### src/design/ftpe_pkg.sv
// Shared types, coefficient tables and fixed-point helpers for the trig polynomial unit.
package ftpe_pkg;

	localparam int FRACTION_BITS_DEF = 16;
	localparam int MODE_W            = 3;
	localparam int ANGLE_W           = 19;
	localparam int VALUE_W           = 32;
	localparam int MODE_COUNT        = 6;
	localparam int MODE_SLOTS        = 1 << MODE_W;
	localparam int TERMS             = 7;
	localparam int HORNER_CELLS      = TERMS - 1;

	typedef enum logic [MODE_W-1:0] {
		MODE_SIN_SHORT = 3'd0,
		MODE_SIN_LONG  = 3'd1,
		MODE_COS_SHORT = 3'd2,
		MODE_COS_LONG  = 3'd3,
		MODE_TAN_SHORT = 3'd4,
		MODE_TAN_LONG  = 3'd5
	} mode_t;

	// Coefficients scaled by 1e10, highest power first, padded with leading zeros
	// so every mode runs the same number of Horner steps; last term is one.
	localparam longint unsigned COEF_DEN  = 64'd10000000000;
	localparam longint          ONE_SCALD = 64'sd10000000000;

	localparam longint POLY_TAB [MODE_COUNT][TERMS] = '{
		'{64'sd0, 64'sd0, 64'sd0, 64'sd0, 64'sd76100000, -64'sd1660500000, ONE_SCALD},
		'{64'sd0, -64'sd239, 64'sd27526, -64'sd1984090, 64'sd83333315,
			-64'sd1666666664, ONE_SCALD},
		'{64'sd0, 64'sd0, 64'sd0, 64'sd0, 64'sd370500000, -64'sd4967000000, ONE_SCALD},
		'{64'sd0, -64'sd2605, 64'sd247609, -64'sd13888397, 64'sd416666418,
			-64'sd4999999963, ONE_SCALD},
		'{64'sd0, 64'sd0, 64'sd0, 64'sd0, 64'sd2033000000, 64'sd3175500000, ONE_SCALD},
		'{64'sd95168091, 64'sd29005250, 64'sd245650893, 64'sd533740603,
			64'sd1333923995, 64'sd3333314036, ONE_SCALD}
	};

	typedef struct packed {
		logic [MODE_W-1:0]          mode;
		logic signed [ANGLE_W-1:0]  angle;
		logic signed [VALUE_W-1:0]  sq;
		logic signed [VALUE_W-1:0]  acc;
	} beat_t;

	// Round to nearest, ties away from zero, then apply sign and wrap to 32 bits.
	function automatic logic [VALUE_W-1:0] coef_fixed(int frac, longint scaled);
		logic [63:0]        mag;
		logic [63:0]        r;
		logic [VALUE_W-1:0] v;
		mag = (scaled < 0) ? 64'(-scaled) : 64'(scaled);
		r   = ((mag << frac) + COEF_DEN / 2) / COEF_DEN;
		v   = r[VALUE_W-1:0];
		return (scaled < 0) ? -v : v;
	endfunction

	// One coefficient column across all mode codes; unused codes read zero.
	function automatic logic [MODE_SLOTS-1:0][VALUE_W-1:0] coef_col(int frac, int idx);
		logic [MODE_SLOTS-1:0][VALUE_W-1:0] col;
		col = '0;
		for (int m = 0; m < MODE_COUNT; m++) begin
			col[m] = coef_fixed(frac, POLY_TAB[m][idx]);
		end
		return col;
	endfunction

	function automatic logic signed [VALUE_W-1:0] fx_mul(logic signed [VALUE_W-1:0] a,
			logic signed [VALUE_W-1:0] b, int frac);
		logic signed [2*VALUE_W-1:0] p;
		p = (2*VALUE_W)'(a) * (2*VALUE_W)'(b);
		p = p >>> frac;
		return p[VALUE_W-1:0];
	endfunction

	function automatic logic signed [VALUE_W-1:0] ext_angle(logic signed [ANGLE_W-1:0] a);
		return {{(VALUE_W-ANGLE_W){a[ANGLE_W-1]}}, a};
	endfunction

endpackage

### src/design/ftpe_horner_cell.sv
// One Horner step: acc <= acc * sq + coefficient, handed to the next cell.
module ftpe_horner_cell #(
	parameter int FRACTION_BITS = ftpe_pkg::FRACTION_BITS_DEF,
	parameter int IDX           = 1
) (
	input  logic             clk,
	input  logic             arst_n,
	input  logic             in_valid,
	output logic             in_ready,
	input  ftpe_pkg::beat_t  in_beat,
	output logic             out_valid,
	input  logic             out_ready,
	output ftpe_pkg::beat_t  out_beat
);

	localparam logic [ftpe_pkg::MODE_SLOTS-1:0][ftpe_pkg::VALUE_W-1:0] COEF =
		ftpe_pkg::coef_col(FRACTION_BITS, IDX);

	logic            valid_q;
	ftpe_pkg::beat_t beat_q;
	ftpe_pkg::beat_t beat_d;

	assign in_ready = !valid_q || out_ready;

	always_comb begin
		beat_d     = in_beat;
		beat_d.acc = ftpe_pkg::fx_mul(in_beat.acc, in_beat.sq, FRACTION_BITS)
			+ COEF[in_beat.mode];
	end

	always_ff @(posedge clk or negedge arst_n) begin
		if (!arst_n) begin
			valid_q <= 1'b0;
		end else if (in_ready) begin
			valid_q <= in_valid;
		end
	end

	always_ff @(posedge clk) begin
		if (in_ready && in_valid) begin
			beat_q <= beat_d;
		end
	end

	assign out_valid = valid_q;
	assign out_beat  = beat_q;

	a_cell_hold: assert property (@(posedge clk) disable iff (!arst_n)
		valid_q && !out_ready |=> valid_q && $stable(beat_q))
		else $error("Horner cell dropped or changed a stalled beat");

endmodule

### config.mk
export PLATFORM = sky130hd
export DESIGN_NAME = ftpe_horner_cell
export DESIGN_NICKNAME = d
export VERILOG_FILES = /design/src/design/ftpe_pkg.sv /design/src/design/ftpe_horner_cell.sv
export SDC_FILE = /design/constraint.sdc
export NUM_CORES = 2
export LEC_CHECK = 0
export BUFFER_PORTS_ARGS = -buffer_cell sky130_fd_sc_hd__buf_2
export CORE_ASPECT_RATIO = 1.25
export CORE_MARGIN = 3
export CORE_UTILIZATION = 42
export DETAILED_ROUTE_END_ITERATION = 10
export PLACE_DENSITY = 0.63
export SLEW_MARGIN = 20
export SYNTH_ARGS = -nofsm -noshare
export SYNTH_HDL_FRONTEND = slang
export SYNTH_SLANG_ARGS = --single-unit
### constraint.sdc
create_clock -name clk -period 2.7 [get_ports clk]
set_input_delay 0.81 -clock clk [delete_from_list [all_inputs] [get_ports clk]]
set_output_delay 0.81 -clock clk [all_outputs]
set_load 0.01 [all_outputs]
==> impl_metrics.tcl <==
set metrics [dict create \
    clk_pin_slew_ns 0.08 \
    hold_class "in2async" \
    dpl_cell_area_um2 37780 \
    wl_per_cell_um 19.31 \
    min_period_ns 8.047 \
    die_x_um 255.4 \
    slew-limit-headroom_pct 58.89 \
    synth_top_cell_by_area "fa_1" \
    drt_pre_antenna_iters 6 \
    area_delta_synth_final_pct 24.24 \
    synthDistinctLibCells 81 \
    start_kind "input pin" \
    worstSetupPathType "in2reg" \
    synth-seq-cells 87 \
    ys_seq_area_share_pct 7.983 \
    synth.most_common_cell "fa_1" \
    clock_tree.root_cell "clkbuf_16" \
    post-route-cell-area_um2 40580 \
    antenna_found_initial 5 \
    clock.fmax_mhz 124.3 \
    grt_max_degree 55 \
    cp_data_required_time_ns 2.85 \
    final_antenna_net_count 0 \
    syn_area_um2 32670 \
    cts_tree "built" \
    synth_flop_cell "edfxtp_1" \
    io_pins 178 \
    rows 113 \
    clock_skew_ns 0.02333 \
    hold_buffers 0 \
    synth_top_cell_area_share_pct 51.42 \
    rsz0062_at_grt "yes" \
    viasPerCell 4.971 \
    via_count 24840 \
    coreArea_um2 76490 \
    grt_pass1_wl_um 151400 \
    syn-instance-count 3430 \
    yosysWarnings 0 \
    clock_sinks 87 \
    syn_nets 4528 \
    nets 5052 \
    grt_overflow 0 \
    gp_congestion 0.9028 \
    setup_slack_ns -5.347 \
    grt_pass1_vias 27620 \
    finalHoldViolCount 0 \
    drc 0 \
    outcome "finished, violations left" \
    layout-drive-gt1-share_pct 24.80 \
    drtIter0Drc 1074 \
    synth_common_cells "fa_1 (839), inv_1 (828), nand2_1 (532), and2_1 (404), clkbuf_1 (174)" \
    syn-mean-instance-area_um2 9.523 \
    finalMaxSlewViolations 0 \
    arrival_ns 8.20 \
    die_y_um 317.8 \
    grt_util_all_layers_pct 24.40 \
    fillers 6887 \
    finalSetupViolations 32 \
    drt_wl_total_um 96510 \
    cts_buffers 9 \
    endpoint_kind "flop" \
    async_flop_share_pct 1.149 \
    dieArea_um2 81180 \
    start_util_pct 42.71 \
    dp_hpwl_um 82060 \
    max_cap_violations 0 \
    synthTopCellsByArea "fa_1 (51%), inv_1 (9.5%), edfxtp_1 (7.9%)" \
    min_period_over_period_pct 298.0 \
    io_buffer_count 177 \
    worst-path-max-fanout 8 \
    clkLatencyLatePin_ns 0.43 \
    cts_buffer_depth 2 \
    h-tree-depth 3 \
    max_slew.worst_pin.slew_ns 0.6139 \
    violations "negative setup slack" \
    synth_edf_count 86 \
]
-- routing by layer --
metal,vias up,routed length (µm),global-route usage [%]
li1,10950,-,-
met1,12930,31370,25.21
met2,663,53860,45.73
met3,299,3183,2.229
met4,0,8085,18.06
met5,-,0,0
-- cells by family after synthesis --
family / Yosys count / synth area share, %
adder cells (fa/ha/maj): 1008 / 57.89
AND/OR/NAND/NOR: 1077 / 16.49
buffers and inverters: 1010 / 11.71
multiplexers: 5 / 0.1570
XOR/XNOR: 94 / 2.563
AO/OA/AOI/OAI: 149 / 3.202
flip-flops: 87 / 7.983
-- metrics by stage --
step / hold slack [ns] / TNS [ns] / util, % / worst slack, ns / instances
after floorplan: 0.5144 / -162.14 / - / -5.783 / 3430
after global placement: 0.5233 / -176.64 / 49.39 / -6.004 / 4899
after detailed placement: 0.5253 / -178.16 / 49.39 / -6.094 / 4899
after CTS: 0.1381 / -156.04 / 52.36 / -5.341 / 4979
after global routing: 0.1458 / -163.19 / 53.05 / -5.625 / 4997
final: 0.1581 / -155.02 / 53.06 / -5.347 / 4998
-- path summary, 6_finish.rpt --
| path | start | to | slack (ns) | depth (start not counted) |
|---|---|---|---|---|
| setup / recovery | in_beat[43] | out_beat[31]$_DFFE_PP_ | -5.35 | 25 |
| hold / removal | arst_n | out_valid$_DFFE_PN0N_ | 0.16 | 1 |
| setup reg to reg | out_valid$_DFFE_PN0N_ | out_beat[54]$_DFFE_PP_ | 1.19 | 3 |
| hold reg to reg | out_valid$_DFFE_PN0N_ | out_valid$_DFFE_PN0N_ | 0.55 | 2 |
| max in group asynchronous | arst_n | out_valid$_DFFE_PN0N_ | 2.46 | 1 |
| min in group clk | out_valid$_DFFE_PN0N_ | out_valid$_DFFE_PN0N_ | 0.55 | 2 |
-- what timing repair did --
item                                    4_1_cts  5_1_grt
pin swaps                                   149       86
cloned                                        6        1
buffers inserted                             61       22
resized for setup                           325      109
endpoints found under the setup margin       32       32
-- area by class of cell --
type | instances | area (µm²) | area share [%]
tap | 1035 | 1295 | 3.191
clock buffer | 9 | 225.2 | 0.5550
timing repair buffer | 695 | 5704 | 14.06
antenna | 4 | 10.01 | 0.02466
inverter | 828 | 3108 | 7.658
sequential | 87 | 2608 | 6.425
clock inverter | 7 | 78.83 | 0.1942
multi-input combinational | 2333 | 27550 | 67.90
-- layout by cell type, fill, tap and decap left out, types with 27 or more instances in the layout --
| cell type | instances |
|---|---|
| edfxtp_1 | 86 |
| buf_12 | 33 |
| ha_1 | 141 |
| buf_4 | 451 |
| fa_2 | 50 |
| xnor2_1 | 58 |
| buf_6 | 53 |
| fa_1 | 789 |
| inv_1 | 799 |
| buf_2 | 138 |
| ha_4 | 27 |
| inv_2 | 29 |
| nand2_1 | 517 |
| and2_1 | 381 |
-- state kept, by name (all words and copies together), names as in the netlist --
name	flops
out_valid	1
out_beat	86
-- worst max-delay path, cell delays in order --
cell	delay, ns
buf_6	0.13
buf_12	0.14
and2_1	0.15
fa_1	0.53
inv_1	0.05
fa_1	0.49
fa_1	0.52
fa_1	0.52
inv_1	0.06
fa_2	0.62
fa_1	0.44
fa_1	0.55
fa_1	0.47
ha_4	0.31
nand2_2	0.06
buf_4	0.15
or3_4	0.37
o22ai_4	0.14
nor3_2	0.05
a311o_1	0.36
a311oi_2	0.37
nand4_4	0.18
nor3_4	0.27
and4b_1	0.23
xnor3_1	0.21
Power is not shown: default switching activity piles up to over one toggle a cycle in this logic, so the estimate is an artifact.
