### src/design/ftpe_pkg.sv
// Shared types, coefficient tables and fixed-point helpers for the trig polynomial unit.
package ftpe_pkg;

	localparam int FRACTION_BITS_DEF = 16;
	localparam int MODE_W            = 3;
	localparam int ANGLE_W           = 19;
	localparam int VALUE_W           = 32;
	localparam int MODE_COUNT        = 6;
	localparam int MODE_SLOTS        = 1 << MODE_W;
	localparam int TERMS             = 7;
	localparam int HORNER_CELLS      = TERMS - 1;

	typedef enum logic [MODE_W-1:0] {
		MODE_SIN_SHORT = 3'd0,
		MODE_SIN_LONG  = 3'd1,
		MODE_COS_SHORT = 3'd2,
		MODE_COS_LONG  = 3'd3,
		MODE_TAN_SHORT = 3'd4,
		MODE_TAN_LONG  = 3'd5
	} mode_t;

	// Coefficients scaled by 1e10, highest power first, padded with leading zeros
	// so every mode runs the same number of Horner steps; last term is one.
	localparam longint unsigned COEF_DEN  = 64'd10000000000;
	localparam longint          ONE_SCALD = 64'sd10000000000;

	localparam longint POLY_TAB [MODE_COUNT][TERMS] = '{
		'{64'sd0, 64'sd0, 64'sd0, 64'sd0, 64'sd76100000, -64'sd1660500000, ONE_SCALD},
		'{64'sd0, -64'sd239, 64'sd27526, -64'sd1984090, 64'sd83333315,
			-64'sd1666666664, ONE_SCALD},
		'{64'sd0, 64'sd0, 64'sd0, 64'sd0, 64'sd370500000, -64'sd4967000000, ONE_SCALD},
		'{64'sd0, -64'sd2605, 64'sd247609, -64'sd13888397, 64'sd416666418,
			-64'sd4999999963, ONE_SCALD},
		'{64'sd0, 64'sd0, 64'sd0, 64'sd0, 64'sd2033000000, 64'sd3175500000, ONE_SCALD},
		'{64'sd95168091, 64'sd29005250, 64'sd245650893, 64'sd533740603,
			64'sd1333923995, 64'sd3333314036, ONE_SCALD}
	};

	typedef struct packed {
		logic [MODE_W-1:0]          mode;
		logic signed [ANGLE_W-1:0]  angle;
		logic signed [VALUE_W-1:0]  sq;
		logic signed [VALUE_W-1:0]  acc;
	} beat_t;

	// Round to nearest, ties away from zero, then apply sign and wrap to 32 bits.
	function automatic logic [VALUE_W-1:0] coef_fixed(int frac, longint scaled);
		logic [63:0]        mag;
		logic [63:0]        r;
		logic [VALUE_W-1:0] v;
		mag = (scaled < 0) ? 64'(-scaled) : 64'(scaled);
		r   = ((mag << frac) + COEF_DEN / 2) / COEF_DEN;
		v   = r[VALUE_W-1:0];
		return (scaled < 0) ? -v : v;
	endfunction

	// One coefficient column across all mode codes; unused codes read zero.
	function automatic logic [MODE_SLOTS-1:0][VALUE_W-1:0] coef_col(int frac, int idx);
		logic [MODE_SLOTS-1:0][VALUE_W-1:0] col;
		col = '0;
		for (int m = 0; m < MODE_COUNT; m++) begin
			col[m] = coef_fixed(frac, POLY_TAB[m][idx]);
		end
		return col;
	endfunction

	function automatic logic signed [VALUE_W-1:0] fx_mul(logic signed [VALUE_W-1:0] a,
			logic signed [VALUE_W-1:0] b, int frac);
		logic signed [2*VALUE_W-1:0] p;
		p = (2*VALUE_W)'(a) * (2*VALUE_W)'(b);
		p = p >>> frac;
		return p[VALUE_W-1:0];
	endfunction

	function automatic logic signed [VALUE_W-1:0] ext_angle(logic signed [ANGLE_W-1:0] a);
		return {{(VALUE_W-ANGLE_W){a[ANGLE_W-1]}}, a};
	endfunction

endpackage

### src/design/ftpe_finish.sv
// Exit cell: multiplies odd functions by the angle, zeroes unused modes, holds the result.
module ftpe_finish #(
	parameter int FRACTION_BITS = ftpe_pkg::FRACTION_BITS_DEF
) (
	input  logic                                clk,
	input  logic                                arst_n,
	input  logic                                in_valid,
	output logic                                in_ready,
	input  ftpe_pkg::beat_t                     in_beat,
	output logic                                out_valid,
	input  logic                                out_ready,
	output logic signed [ftpe_pkg::VALUE_W-1:0] value
);

	logic                                valid_q;
	logic signed [ftpe_pkg::VALUE_W-1:0] value_q;
	logic signed [ftpe_pkg::VALUE_W-1:0] value_d;
	ftpe_pkg::mode_t                     md;

	assign in_ready = !valid_q || out_ready;

	always_comb begin
		md = ftpe_pkg::mode_t'(in_beat.mode);
		if (md inside {ftpe_pkg::MODE_SIN_SHORT, ftpe_pkg::MODE_SIN_LONG,
				ftpe_pkg::MODE_TAN_SHORT, ftpe_pkg::MODE_TAN_LONG}) begin
			value_d = ftpe_pkg::fx_mul(in_beat.acc, ftpe_pkg::ext_angle(in_beat.angle),
				FRACTION_BITS);
		end else if (md inside {ftpe_pkg::MODE_COS_SHORT, ftpe_pkg::MODE_COS_LONG}) begin
			value_d = in_beat.acc;
		end else begin
			value_d = '0;
		end
	end

	always_ff @(posedge clk or negedge arst_n) begin
		if (!arst_n) begin
			valid_q <= 1'b0;
		end else if (in_ready) begin
			valid_q <= in_valid;
		end
	end

	always_ff @(posedge clk) begin
		if (in_ready && in_valid) begin
			value_q <= value_d;
		end
	end

	assign out_valid = valid_q;
	assign value     = value_q;

	a_fin_origin: assert property (@(posedge clk) disable iff (!arst_n)
		valid_q && !$past(valid_q) |-> $past(in_valid))
		else $error("result appeared without an incoming beat");

endmodule

### config.mk
export PLATFORM = sky130hd
export DESIGN_NAME = ftpe_finish
export DESIGN_NICKNAME = d
export VERILOG_FILES = /design/src/design/ftpe_pkg.sv /design/src/design/ftpe_finish.sv
export SDC_FILE = /design/constraint.sdc
export NUM_CORES = 2
export LEC_CHECK = 0
export ABC_AREA = 1
export BUFFER_PORTS_ARGS = -buffer_cell sky130_fd_sc_hd__buf_2
export CAP_MARGIN = 40
export CORE_ASPECT_RATIO = 2
export CORE_MARGIN = 3
export CORE_UTILIZATION = 35
export CTS_CLUSTER_SIZE = 24
export DETAILED_ROUTE_END_ITERATION = 16
export PLACE_DENSITY = 0.55
export SYNTH_ARGS = -nofsm -noshare
export SYNTH_HDL_FRONTEND = slang
export SYNTH_SLANG_ARGS = --single-unit
export TNS_END_PERCENT = 100
### constraint.sdc
create_clock -name clk -period 4.3 [get_ports clk]
set_clock_uncertainty 0.2 [all_clocks]
set_input_delay 0.215 -clock clk [delete_from_list [all_inputs] [get_ports clk]]
set_output_delay 0.215 -clock clk [all_outputs]
set_load 0.005 [all_outputs]
==> out/results.md <==
| Stage | Item | Reported |
|---|---|---|
| synth | Mean instance size in the synthesized netlist | 7.78 sq um |
| placed design | Port-buffer cells | 90 |
| synth | Proportion of synthesized chip area in sequential cells | 4.38% |
| synth | Number of enable-type register cells in the synthesized netlist | 32 |
| synth | Cell taking the most area after synthesis | fa_1 |
| setup path | Sort of element at the end of the critical path | flop |
| routing | DRC viols | 0 |
| synth | Dominant register cell in the synthesized netlist | edfxtp_1 |
| finish | Antenna diode instance count | 0 |
| worst hold path | Kind of path behind the tightest hold check | primary input to async pin |
| clocking | CTS Root Cell | clkbuf_16 |
| sta | Final setup violation count | 32 |
| synth | Number of instances in the synthesized netlist | 2,896 |
| synth | Total nets after synthesis | 3,679 |
| run | Number of max-capacitance violations reported | 0 |
| placed design | Placement-stage cell area | 0.0277 sq mm |
| routing | Via count normalized by instance count | 4.82 |
| sta | Period utilisation layout | 137% |
| synth | Share of synthesized registers carrying an async set or reset | 3.03% |
| synth | Most used standard cells in the synthesized netlist | inv_1, nand2_1, fa_1, ha_1, clkbuf_1 |
| clocking | TritonCTS buffer count | 5 |
| global route | Largest net degree at the start of global routing | 29 |
| floorplanning | Core Area | 0.0633 sq mm |
| finish | Utilization after layout | 49.0% |
| finish | Fraction of layout instances using a drive strength above 1 | 31.2% |
| floorplanning | IO Count | 124 |
| synth | Post-synth top area share | 50.3% |
| synth | Leading post-synthesis cells by cell area | fa_1, inv_1, nand2_1 |
| global route | Number of global-route vias before repair | 22,100 |
| placed design | Detailed Place HPWL | 68.5 mm |
| routing | WL final | 81.5 mm |
| floorplanning | Overall die area | 0.0676 sq mm |
| finish | Layout Area Growth over Synthesis | 37.5% |
| synth | Synth Register Bits | 33 |
| global route | Overall fraction of global-route tracks in use | 24.1% |
| floorplanning | Chip Height | 365 microns |
| global route | Gr ovfl total | 0 |
| sta | Maximum frequency from static timing analysis | 169 MHz |
| routing | Final ANT Viol Nets | 0 |
| sta | Rel. slew slack | 48.8% |
| setup path | Crit path launch type | primary input |
| floorplanning | Number of placement rows | 130 |
| global route | Number of antenna violations at the first check in global routing | 0 |
| placed design | Placer's final routability congestion estimate | 0.905 |
| setup path | Crit Path Class | primary input to flop |
| setup path | Data required time at the worst endpoint | 4140 ps |
| clocking | Clock-pin slew reported for the worst setup and hold paths after clock tree synthesis | 60 ps |
| sta | Setup TNS | -47,160 ps |
| synth | Synthesis Warnings | 0 |
| setup path | CP Data Arrival Time | 5740 ps |
| synth | Most numerous cell in the Yosys netlist | inv_1 |
| floorplanning | DIE WIDTH | 185 microns |
| sta | Pins Over Slew Limit | 0 |
| synth | Area of the mapped netlist | 0.0225 sq mm |
| clocking | Worst-case clock buffer depth | 2 |
| routing | First drt pass iteration count | 6 |
| global route | Wire length of the first global-routing pass | 122 mm |
| sta | Setup repair after global routing missed its margin | true |
| sta | Worst hold slack after final layout | 19.0 ps |
| setup path | Worst-path maximum fanout | 7 |
| routing | Via Count | 19,800 |
| sta | Setup WS post-layout | -1600 ps |
| routing | Starting DRT DRC Count | 976 |
| synth | Unique cell type count in the Yosys netlist | 35 |
| run status | Run status | finished, violations left |
| run status | Violations in the final reports | negative setup slack |
| clocking | Clock latency at the later pin of the worst-skew pair | 290 ps |
| clocking | Maximum level of the CTS H-tree | 2 |
| clocking | TritonCTS clock tree | done |
| finish | Finished Cell Area | 0.0310 sq mm |
| clocking | Clock tree sinks | 33 |
| sta | Slew at the pin closest to its max-slew limit | 766 ps |
| finish | Nets | 4,105 |
| floorplanning | Initial Util | 35.6% |
| sta | Period minus WS final | 5900 ps |
| sta | Number of failing hold endpoints at the final stage | 0 |
| routing | Routed WL per cell | 19.8 microns |
[cell type report]
class / instances / area [sq um]
well taps: 792 / 991
flip-flops and latches: 33 / 986
fillers: 6056 / 32300
repair buffers: 545 / 5240
inverters: 855 / 3220
multi-input cells: 1882 / 20400
clock buffers: 5 / 125
clock inverters: 3 / 17.5
[registers in the layout, indices dropped and copies added, names as in the netlist]
register	cells
value	32
out_valid	1
[layout by cell type, fill, tap and decap left out, types with 4 or more instances in the layout]
cell / n
nand2_4: 40
a21oi_2: 26
ha_4: 67
fa_2: 75
buf_4: 343
fa_1: 491
o21bai_1: 5
nor2_2: 27
a21o_1: 4
nor3_2: 4
nand4_1: 9
nor2_4: 33
buf_8: 16
o21ai_2: 22
ha_1: 60
buf_2: 52
o21ai_4: 7
edfxtp_1: 32
clkbuf_4: 4
inv_2: 60
inv_1: 792
o21ai_1: 20
a21oi_4: 18
buf_6: 59
xor2_1: 6
clkbuf_16: 11
a21oi_1: 19
nor2_1: 51
nand2_1: 728
buf_12: 59
nand2_2: 69
o21a_1: 4
nand3_2: 14
xnor2_1: 6
nand3_1: 43
[critical path, stage by stage]
cell and delay (ps):
buf_12 120, buf_12 140, buf_6 120, nand2_4 40, inv_2 30, fa_1 450
fa_1 520, inv_2 40, fa_1 520, inv_1 60, fa_2 560, fa_1 420
fa_2 570, fa_2 460, ha_4 380, nand2_8 80, nor2_4 200, buf_6 130
a21oi_4 50, buf_6 140, o211ai_1 120, a21oi_1 100, o21ai_1 170, nand2_1 100
[cell families (layout without fill, tap and decap cells)]
family | count (synthesis) | count (layout) | share of synthesized area (%)
AO/OA/AOI/OAI | 134 | 134 | 3.18
XOR/XNOR | 16 | 16 | 0.622
adder cells (fa/ha/maj) | 693 | 693 | 57.4
buffers and inverters | 981 | 1408 | 16.4
flip-flops | 33 | 33 | 4.38
AND/OR/NAND/NOR | 1039 | 1039 | 18.1
[routing by layer]
metal	vias up	global-route usage, %	share of wire, %
li1	9000	-	-
met1	9943	21.5	29
met2	567	49.4	58
met3	308	1.92	3.4
met4	0	16.1	9.1
met5	-	0	0
[through the flow]
step	worst slack, ps	cells
after global routing	-1720	4115
after floorplan	-1470	2896
final	-1600	4115
after global placement	-2280	4017
after detailed placement	-2260	4017
after CTS	-1630	4073
[what timing repair did]
| action | 4_1_cts | 5_1_grt |
|---|---|---|
| hold buffers | 2 | 0 |
| pin swaps | 192 | 228 |
| endpoints found under the hold margin | 2 | 0 |
| gates resized for setup | 312 | 282 |
| gates cloned | 5 | 6 |
| setup buffers | 44 | 37 |
| setup endpoints to repair | 32 | 32 |
[path summary, 6_finish.rpt]
path,from,end,slack [ps],cells past startpoint
min,arst_n,out_valid$_DFFE_PN0N_,20,2
min reg2reg,out_valid$_DFFE_PN0N_,out_valid$_DFFE_PN0N_,390,2
max,in_beat[65],value[6]$_DFFE_PP_,-1600,24
max in group asynchronous,arst_n,out_valid$_DFFE_PN0N_,3800,2
min in group clk,out_ready,out_valid$_DFFE_PN0N_,20,4
max reg2reg,out_valid$_DFFE_PN0N_,value[8]$_DFFE_PP_,2330,2
Power is left out: the tool's default activity adds up to more than one toggle a clock period on the data nets, which glitch-free logic cannot reach.
