### src/design/ftpe_pkg.sv
// Shared types, coefficient tables and fixed-point helpers for the trig polynomial unit.
package ftpe_pkg;

	localparam int FRACTION_BITS_DEF = 16;
	localparam int MODE_W            = 3;
	localparam int ANGLE_W           = 19;
	localparam int VALUE_W           = 32;
	localparam int MODE_COUNT        = 6;
	localparam int MODE_SLOTS        = 1 << MODE_W;
	localparam int TERMS             = 7;
	localparam int HORNER_CELLS      = TERMS - 1;

	typedef enum logic [MODE_W-1:0] {
		MODE_SIN_SHORT = 3'd0,
		MODE_SIN_LONG  = 3'd1,
		MODE_COS_SHORT = 3'd2,
		MODE_COS_LONG  = 3'd3,
		MODE_TAN_SHORT = 3'd4,
		MODE_TAN_LONG  = 3'd5
	} mode_t;

	// Coefficients scaled by 1e10, highest power first, padded with leading zeros
	// so every mode runs the same number of Horner steps; last term is one.
	localparam longint unsigned COEF_DEN  = 64'd10000000000;
	localparam longint          ONE_SCALD = 64'sd10000000000;

	localparam longint POLY_TAB [MODE_COUNT][TERMS] = '{
		'{64'sd0, 64'sd0, 64'sd0, 64'sd0, 64'sd76100000, -64'sd1660500000, ONE_SCALD},
		'{64'sd0, -64'sd239, 64'sd27526, -64'sd1984090, 64'sd83333315,
			-64'sd1666666664, ONE_SCALD},
		'{64'sd0, 64'sd0, 64'sd0, 64'sd0, 64'sd370500000, -64'sd4967000000, ONE_SCALD},
		'{64'sd0, -64'sd2605, 64'sd247609, -64'sd13888397, 64'sd416666418,
			-64'sd4999999963, ONE_SCALD},
		'{64'sd0, 64'sd0, 64'sd0, 64'sd0, 64'sd2033000000, 64'sd3175500000, ONE_SCALD},
		'{64'sd95168091, 64'sd29005250, 64'sd245650893, 64'sd533740603,
			64'sd1333923995, 64'sd3333314036, ONE_SCALD}
	};

	typedef struct packed {
		logic [MODE_W-1:0]          mode;
		logic signed [ANGLE_W-1:0]  angle;
		logic signed [VALUE_W-1:0]  sq;
		logic signed [VALUE_W-1:0]  acc;
	} beat_t;

	// Round to nearest, ties away from zero, then apply sign and wrap to 32 bits.
	function automatic logic [VALUE_W-1:0] coef_fixed(int frac, longint scaled);
		logic [63:0]        mag;
		logic [63:0]        r;
		logic [VALUE_W-1:0] v;
		mag = (scaled < 0) ? 64'(-scaled) : 64'(scaled);
		r   = ((mag << frac) + COEF_DEN / 2) / COEF_DEN;
		v   = r[VALUE_W-1:0];
		return (scaled < 0) ? -v : v;
	endfunction

	// One coefficient column across all mode codes; unused codes read zero.
	function automatic logic [MODE_SLOTS-1:0][VALUE_W-1:0] coef_col(int frac, int idx);
		logic [MODE_SLOTS-1:0][VALUE_W-1:0] col;
		col = '0;
		for (int m = 0; m < MODE_COUNT; m++) begin
			col[m] = coef_fixed(frac, POLY_TAB[m][idx]);
		end
		return col;
	endfunction

	function automatic logic signed [VALUE_W-1:0] fx_mul(logic signed [VALUE_W-1:0] a,
			logic signed [VALUE_W-1:0] b, int frac);
		logic signed [2*VALUE_W-1:0] p;
		p = (2*VALUE_W)'(a) * (2*VALUE_W)'(b);
		p = p >>> frac;
		return p[VALUE_W-1:0];
	endfunction

	function automatic logic signed [VALUE_W-1:0] ext_angle(logic signed [ANGLE_W-1:0] a);
		return {{(VALUE_W-ANGLE_W){a[ANGLE_W-1]}}, a};
	endfunction

endpackage

### src/design/ftpe_front.sv
// Entry cell: squares the angle and loads the leading coefficient.
module ftpe_front #(
	parameter int FRACTION_BITS = ftpe_pkg::FRACTION_BITS_DEF
) (
	input  logic                                 clk,
	input  logic                                 arst_n,
	input  logic                                 in_valid,
	output logic                                 in_ready,
	input  logic [ftpe_pkg::MODE_W-1:0]          mode,
	input  logic signed [ftpe_pkg::ANGLE_W-1:0]  angle,
	output logic                                 out_valid,
	input  logic                                 out_ready,
	output ftpe_pkg::beat_t                      out_beat
);

	localparam logic [ftpe_pkg::MODE_SLOTS-1:0][ftpe_pkg::VALUE_W-1:0] COEF =
		ftpe_pkg::coef_col(FRACTION_BITS, 0);

	logic                    valid_s1;
	ftpe_pkg::beat_t         beat_s1;
	ftpe_pkg::beat_t         beat_d;
	logic signed [ftpe_pkg::VALUE_W-1:0] ang_w;

	assign in_ready = !valid_s1 || out_ready;

	always_comb begin
		ang_w        = ftpe_pkg::ext_angle(angle);
		beat_d.mode  = mode;
		beat_d.angle = angle;
		beat_d.sq    = ftpe_pkg::fx_mul(ang_w, ang_w, FRACTION_BITS);
		beat_d.acc   = COEF[mode];
	end

	always_ff @(posedge clk or negedge arst_n) begin
		if (!arst_n) begin
			valid_s1 <= 1'b0;
		end else if (in_ready) begin
			valid_s1 <= in_valid;
		end
	end

	always_ff @(posedge clk) begin
		if (in_ready && in_valid) begin
			beat_s1 <= beat_d;
		end
	end

	assign out_valid = valid_s1;
	assign out_beat  = beat_s1;

	a_front_hold: assert property (@(posedge clk) disable iff (!arst_n)
		valid_s1 && !out_ready |=> valid_s1 && $stable(beat_s1))
		else $error("front cell dropped or changed a stalled beat");

endmodule

### config.mk
export PLATFORM = sky130hd
export DESIGN_NAME = ftpe_front
export DESIGN_NICKNAME = d
export VERILOG_FILES = /design/src/design/ftpe_pkg.sv /design/src/design/ftpe_front.sv
export SDC_FILE = /design/constraint.sdc
export NUM_CORES = 1
export LEC_CHECK = 0
export ABC_AREA = 1
export BUFFER_PORTS_ARGS = -buffer_cell sky130_fd_sc_hd__buf_2
export CAP_MARGIN = 20
export CORE_ASPECT_RATIO = 0.9
export CORE_MARGIN = 1.5
export CORE_UTILIZATION = 25
export DETAILED_ROUTE_END_ITERATION = 8
export SLEW_MARGIN = 20
export SYNTH_ARGS = -nofsm -noshare
export SYNTH_HDL_FRONTEND = slang
export SYNTH_SLANG_ARGS = --single-unit
export TNS_END_PERCENT = 20
### constraint.sdc
create_clock -name clk -period 4.22 [get_ports clk]
set_input_delay 0.633 -clock clk [delete_from_list [all_inputs] [get_ports clk]]
set_output_delay 0.633 -clock clk [all_outputs]
set_load 0.05 [all_outputs]
==> results.cfg, run 1 <==
[timing]
setup_viol = 22
slew_headroom_pct = 36.5
rsz0062_at_grt = true
skew_ns = 0.00753
min_period_ns = 5.75
worst_pin_slew_ns = 0.950
slew_viol_final = 0
fmax_mhz = 174
setup_slack_ns = -1.53
finalCritPeriodShare_pct = 136
hold_violations = 0

[drt]
via_count = 10900
postRouteAntennaNets = 0
drtIter0Drc = 474
detail_route.wl_per_cell_um = 13.9
routed_wl_um = 37300
drc_errors = 0
viasPerCell = 4.07
dr.pass1.iters = 5

[cells_and_area]
drive_gt1_share_pct = 27.7
fin_area_um2 = 18800
nets = 2392
multi_input_area_um2 = 11800
fill_cells = 5817
seqCellArea_um2 = 1380
area_growth_pct = 30.4
num_antenna_cells = 0

[run]
max-cap-violations = 0

[setup_path]
cpMostUsedCell = fa_1
crit_type = in -> reg
crit_end = out_beat[37]
path_cells = buf_12, buf_12, nand2_4, inv_2, fa_1, inv_1, fa_1, fa_1, inv_2, fa_1, fa_1, fa_1, fa_2, ha_4, a21o_4, nor2_4, inv_2, nor2_4, nand2_4, a21oi_2, xnor2_1
slowest_stage = fa_2
r2r-end = out_beat[66]
crit_family = adder cells
worstPathArrival_ns = 5.82
required_ns = 4.30
start_kind = input port
crit_cells = 21
slowest_delay_ns = 0.57
startpoint = angle[12]
reg2reg_from = out_valid
endpoint_kind = flip-flop
worstPathMaxFanout = 7
rrSetupSlack_ns = 2.16
worst-path-buf-inv = 6
reg2reg_depth = 2

[synthesis]
syn-cell-area_um2 = 14400
synth_seq_cells = 46
synth.most_common_cell = inv_1
synthesis.yosys.warnings = 0
ys_types = 43
synth_compound_area_share_pct = 3.62
synth_top_area_share_pct = 45.3
yosysTopAreaCell = fa_1
synthXorXnorAreaFrac_pct = 2.31
synth_edf_count = 45
synth_area_leaders = fa_1 (45%), inv_1 (12%), ha_1 (11%), edfxtp_1 (9.4%), nand2_1 (7.8%)
avgSynthCellArea_um2 = 8.97
synth_top_family_by_area = adder cells
yosys.area_share.simple_pct = 12.2
async_reset_ff_share_pct = 2.17
synthMuxAreaShare_pct = 0.0780
ys.flop_type = edfxtp_1
ys_seq_area_share_pct = 9.53
synth_fa_ha_area_share_pct = 56.7
synth_cells = 1610
synth_commonest_cells = inv_1 (472), fa_1 (327), nand2_1 (299)

[die]
die_x_um = 256
die-area_um2 = 59200
start_util_pct = 25.3
rows = 83
die_y_um = 231
core_area_um2 = 57000
ioPinCount = 114

[clock_network]
cts_buffer_depth = 2
cts_hold_buf = 0
insertion_delay_ns = 0.34
tritoncts = built
cts-htree-levels = 2
numCtsBuffers = 5
clock-sinks = 46
root_buffer = clkbuf_16
clkTransAtPathRegs_ns = 0.08

[global_routing]
first_global_vias = 11900
grt-ovfl-total = 0
grt_first_pass_wirelength_um = 61400
grt_max_degree = 24
grt.total_usage_pct = 13.1
antenna_found_initial = 0

[place]
numPortBuffers = 85
pre_cts_slack_ns = -2.30
place_congestion = 0.907
hpwlAfterDp_um = 33000
post_dp_cell_area_um2 = 17800

[min_path]
hold_path.class = in -> async

[outcome]
violations = setup timing
status = finished with violations
## cell usage in the layout (no fill, tap or decap), drive strengths merged
cell type,n
inv,472
buf,343
fa,327
nand2,311
ha,131
nor2,67
edfxtp,45
a21oi,36
xor2,30
conb,28
nand3,28
o21ai,21
o21bai,14
xnor2,8
nor3,8
a21o,7
clkbuf,7
or2,6
nand4,3
a21boi,3
clkinvlp,2
o21a,2
a31o,2
a31oi,1
nor4,1
mux2,1
a211oi,1
nand3b,1
bufinv,1
bufbuf,1
dfrtp,1
## area by class of cell
cell class                      count  area share [%]
Multi-Input combinational cell   1037            62.7
Timing Repair Buffer              344            14.4
Inverter                          474            9.55
Sequential cell                    46            7.31
Tap cell                          765            5.08
Clock buffer                        7           0.757
Clock inverter                      1           0.159
## worst register-to-register path: stages, from the launching register on
cell and delay, ns:
dfrtp_1 0.43, a21oi_4 0.77, buf_4 0.51
## state kept, by name (all words and copies together), names as in the netlist
register   count
out_beat      45
out_valid      1
## how the worst min path moves through the flow
stage | end | depth (start not counted)
after floorplan | out_valid | 0
after global placement | out_valid | 1
after detailed placement | out_valid | 1
after CTS | out_valid | 1
after global routing | out_valid | 1
final | out_valid | 1
## routing by layer
layer  vias up  track usage (%)  routed length, µm
li1       5176                -                  -
met1      5468             17.7              16800
met2       236             22.6              18300
met3        16             2.18               1960
met4         0             1.61                243
met5         -                0                  0
## kinds of logic (layout without fill, tap and decap cells)
group                      Yosys count  in the layout
AOI/OAI and AO/OA                   87             87
xor gates and xnor gates            38             38
adders and majority gates          458            458
buffers and inverters              554            826
DFF                                 46             46
muxes                                1              1
other                                1             28
and+or+nand+nor                    425            425
## per-stage QoR
step / cells / hold WS [ns] / util (%) / setup TNS (ns)
floorplan: 1637 / 0.337 / - / -32.81
detailed placement: 2657 / 0.411 / 31.2 / -46.15
CTS: 2672 / 0.0330 / 32.5 / -30.91
finish: 2674 / 0.0505 / 33.0 / -31.01
global placement: 2657 / 0.408 / 31.2 / -44.55
global route: 2674 / 0.0372 / 33.0 / -34.52
## what timing repair did
item	4_1_cts	5_1_grt
gates resized for setup	121	58
endpoints found under the setup margin	22	22
gates cloned	1	0
pin swaps	19	18
setup buffers	6	2
Power of run 1 is left out: the tool's default activity adds up to more than one toggle a clock period on the data nets, which glitch-free logic cannot reach.
==> inputs of run 2 (changes only) <==
--- a/config.mk
+++ b/config.mk
@@ -10,7 +10,7 @@
 export CAP_MARGIN = 20
 export CORE_ASPECT_RATIO = 0.9
 export CORE_MARGIN = 1.5
-export CORE_UTILIZATION = 25
+export CORE_UTILIZATION = 35
 export DETAILED_ROUTE_END_ITERATION = 8
 export SLEW_MARGIN = 20
 export SYNTH_ARGS = -nofsm -noshare
==> run 2 against run 1 <==
  * First-iteration DRC count up 3.6%
  * Core utilization up 13 points
  * Sequential cell count unchanged
  * Wire length down 3.5%
  * Clock skew up 0.0047 ns
  * Largest cell class unchanged
  * Cell area down 1.1%
  * Die area down 28%
  * Critical path depth up 4
  * The flow still finishes with violations (setup timing)
==> results.cfg, run 2 (same netlist as run 1, synthesis figures left out) <==
[outcome]
status = finished with violations
violations = setup timing

[global_routing]
grt.total_usage_pct = 18.0
antenna_found_initial = 1
grt-ovfl-total = 0
grt_max_degree = 46
grt_first_pass_wirelength_um = 59900
first_global_vias = 11800

[place]
numPortBuffers = 85
pre_cts_slack_ns = -2.18
place_congestion = 0.863
hpwlAfterDp_um = 30400

[cells_and_area]
drive_gt1_share_pct = 29.5
fill_cells = 3868
area_growth_pct = 29.0
nets = 2382
mostFrequentLayoutCell = inv_1
final_cell_mix = inv_1 (452), fa_1 (307), nand2_1 (264), buf_4 (240), ha_1 (89)
largest_register_ffs = 45

[setup_path]
slowest_stage = fa_1
required_ns = 4.31
slowest_delay_ns = 0.59
reg2reg_from = out_valid
worstPathMaxFanout = 10
start_kind = input port
worstPathArrival_ns = 5.89
reg2reg_depth = 2
rrSetupSlack_ns = 2.62
endpoint_kind = flip-flop
crit_type = in -> reg
r2r-end = out_beat[49]

[timing]
hold_violations = 0
finalCritPeriodShare_pct = 137
skew_ns = 0.0123
setup_viol = 22
rsz0062_at_grt = true
fmax_mhz = 173
slew_headroom_pct = 47.0
setup_slack_ns = -1.57
slew_viol_final = 0
worst_pin_slew_ns = 0.795
min_period_ns = 5.79

[clock_network]
clock-sinks = 46
cts_buffer_depth = 2
numCtsBuffers = 5
root_buffer = clkbuf_16
clkTransAtPathRegs_ns = 0.08
cts_hold_buf = 0
cts-htree-levels = 2
tritoncts = built
insertion_delay_ns = 0.33

[drt]
drtIter0Drc = 491
drc_errors = 0
postRouteAntennaNets = 0
detail_route.wl_per_cell_um = 14.8
dr.pass1.iters = 5
routed_wl_um = 36000
via_count = 10900
viasPerCell = 4.46

[die]
die-area_um2 = 42500
die_x_um = 217
die_y_um = 196
core_area_um2 = 40600
ioPinCount = 114
rows = 70
start_util_pct = 35.5

[run]
max-cap-violations = 0

[min_path]
hold_path.class = in -> async
## run 2: changes by cell type in the layout (fill, tap and decap cells not counted), moves of 8 or more
cell,delta
fa_1,-8
fa_2,+8
ha_1,-8
ha_4,+8
nor2_2,+8
## run 2: cell type report
type                            count  area, µm²  share of cell area, %
Antenna cell                        1       2.50                 0.0134
Clock buffer                        7        133                  0.712
Clock inverter                      1       30.0                  0.161
Inverter                          474       1790                   9.63
Multi-Input combinational cell   1037      12000                   64.5
Sequential cell                    46       1380                   7.39
Tap cell                          540        676                   3.63
Timing Repair Buffer              334       2600                   13.9
## run 2: worst max-delay path by stage
stage	startpoint	endpoint	slack [ns]	cells past startpoint
global placement	angle[2]	out_beat[47]	-2.17	21
detailed placement	angle[7]	out_beat[49]	-2.18	21
floorplan	angle[18]	out_beat[47]	-1.60	20
finish	angle[9]	out_beat[49]	-1.57	25
CTS	angle[6]	out_beat[37]	-1.55	22
global route	angle[2]	out_beat[47]	-1.76	22
## run 2: what timing repair did
| action | in CTS | in global routing |
|---|---|---|
| endpoints found under the setup margin | 22 | 22 |
| cloned | 2 | 0 |
| buffers inserted | 5 | 5 |
| pin swaps | 24 | 34 |
| gates resized for setup | 108 | 97 |
## run 2: per-stage QoR
stage	cell area [µm²]	utilization, %	instances	hold WS [ns]	TNS, ns
finish	18600	45.8	2440	0.0669	-32.40
global route	18600	45.8	2440	0.0514	-36.46
CTS	18100	44.6	2434	0.0471	-32.33
detailed placement	17400	42.9	2419	0.408	-44.32
global placement	17400	42.9	2419	0.408	-43.89
floorplan	15100	-	1637	0.337	-32.81
## run 2: routing by layer
| metal | wire (µm) | global-route usage (%) | share of wire [%] |
|---|---|---|---|
| met1 | 16100 | 24.8 | 45 |
| met2 | 17800 | 30.2 | 49 |
| met3 | 1500 | 2.54 | 4.2 |
| met4 | 602 | 3.94 | 1.7 |
| met5 | 0 | 0 | 0 |
## run 2: critical path, delay by kind of cell
family	cells	cell delay [ns]
fa+ha+maj	8	3.34
buf+inv	9	0.87
simple gates	5	0.49
compound gates	2	0.35
xor+xnor	1	0.17
Power of run 2 is left out for the same reason.
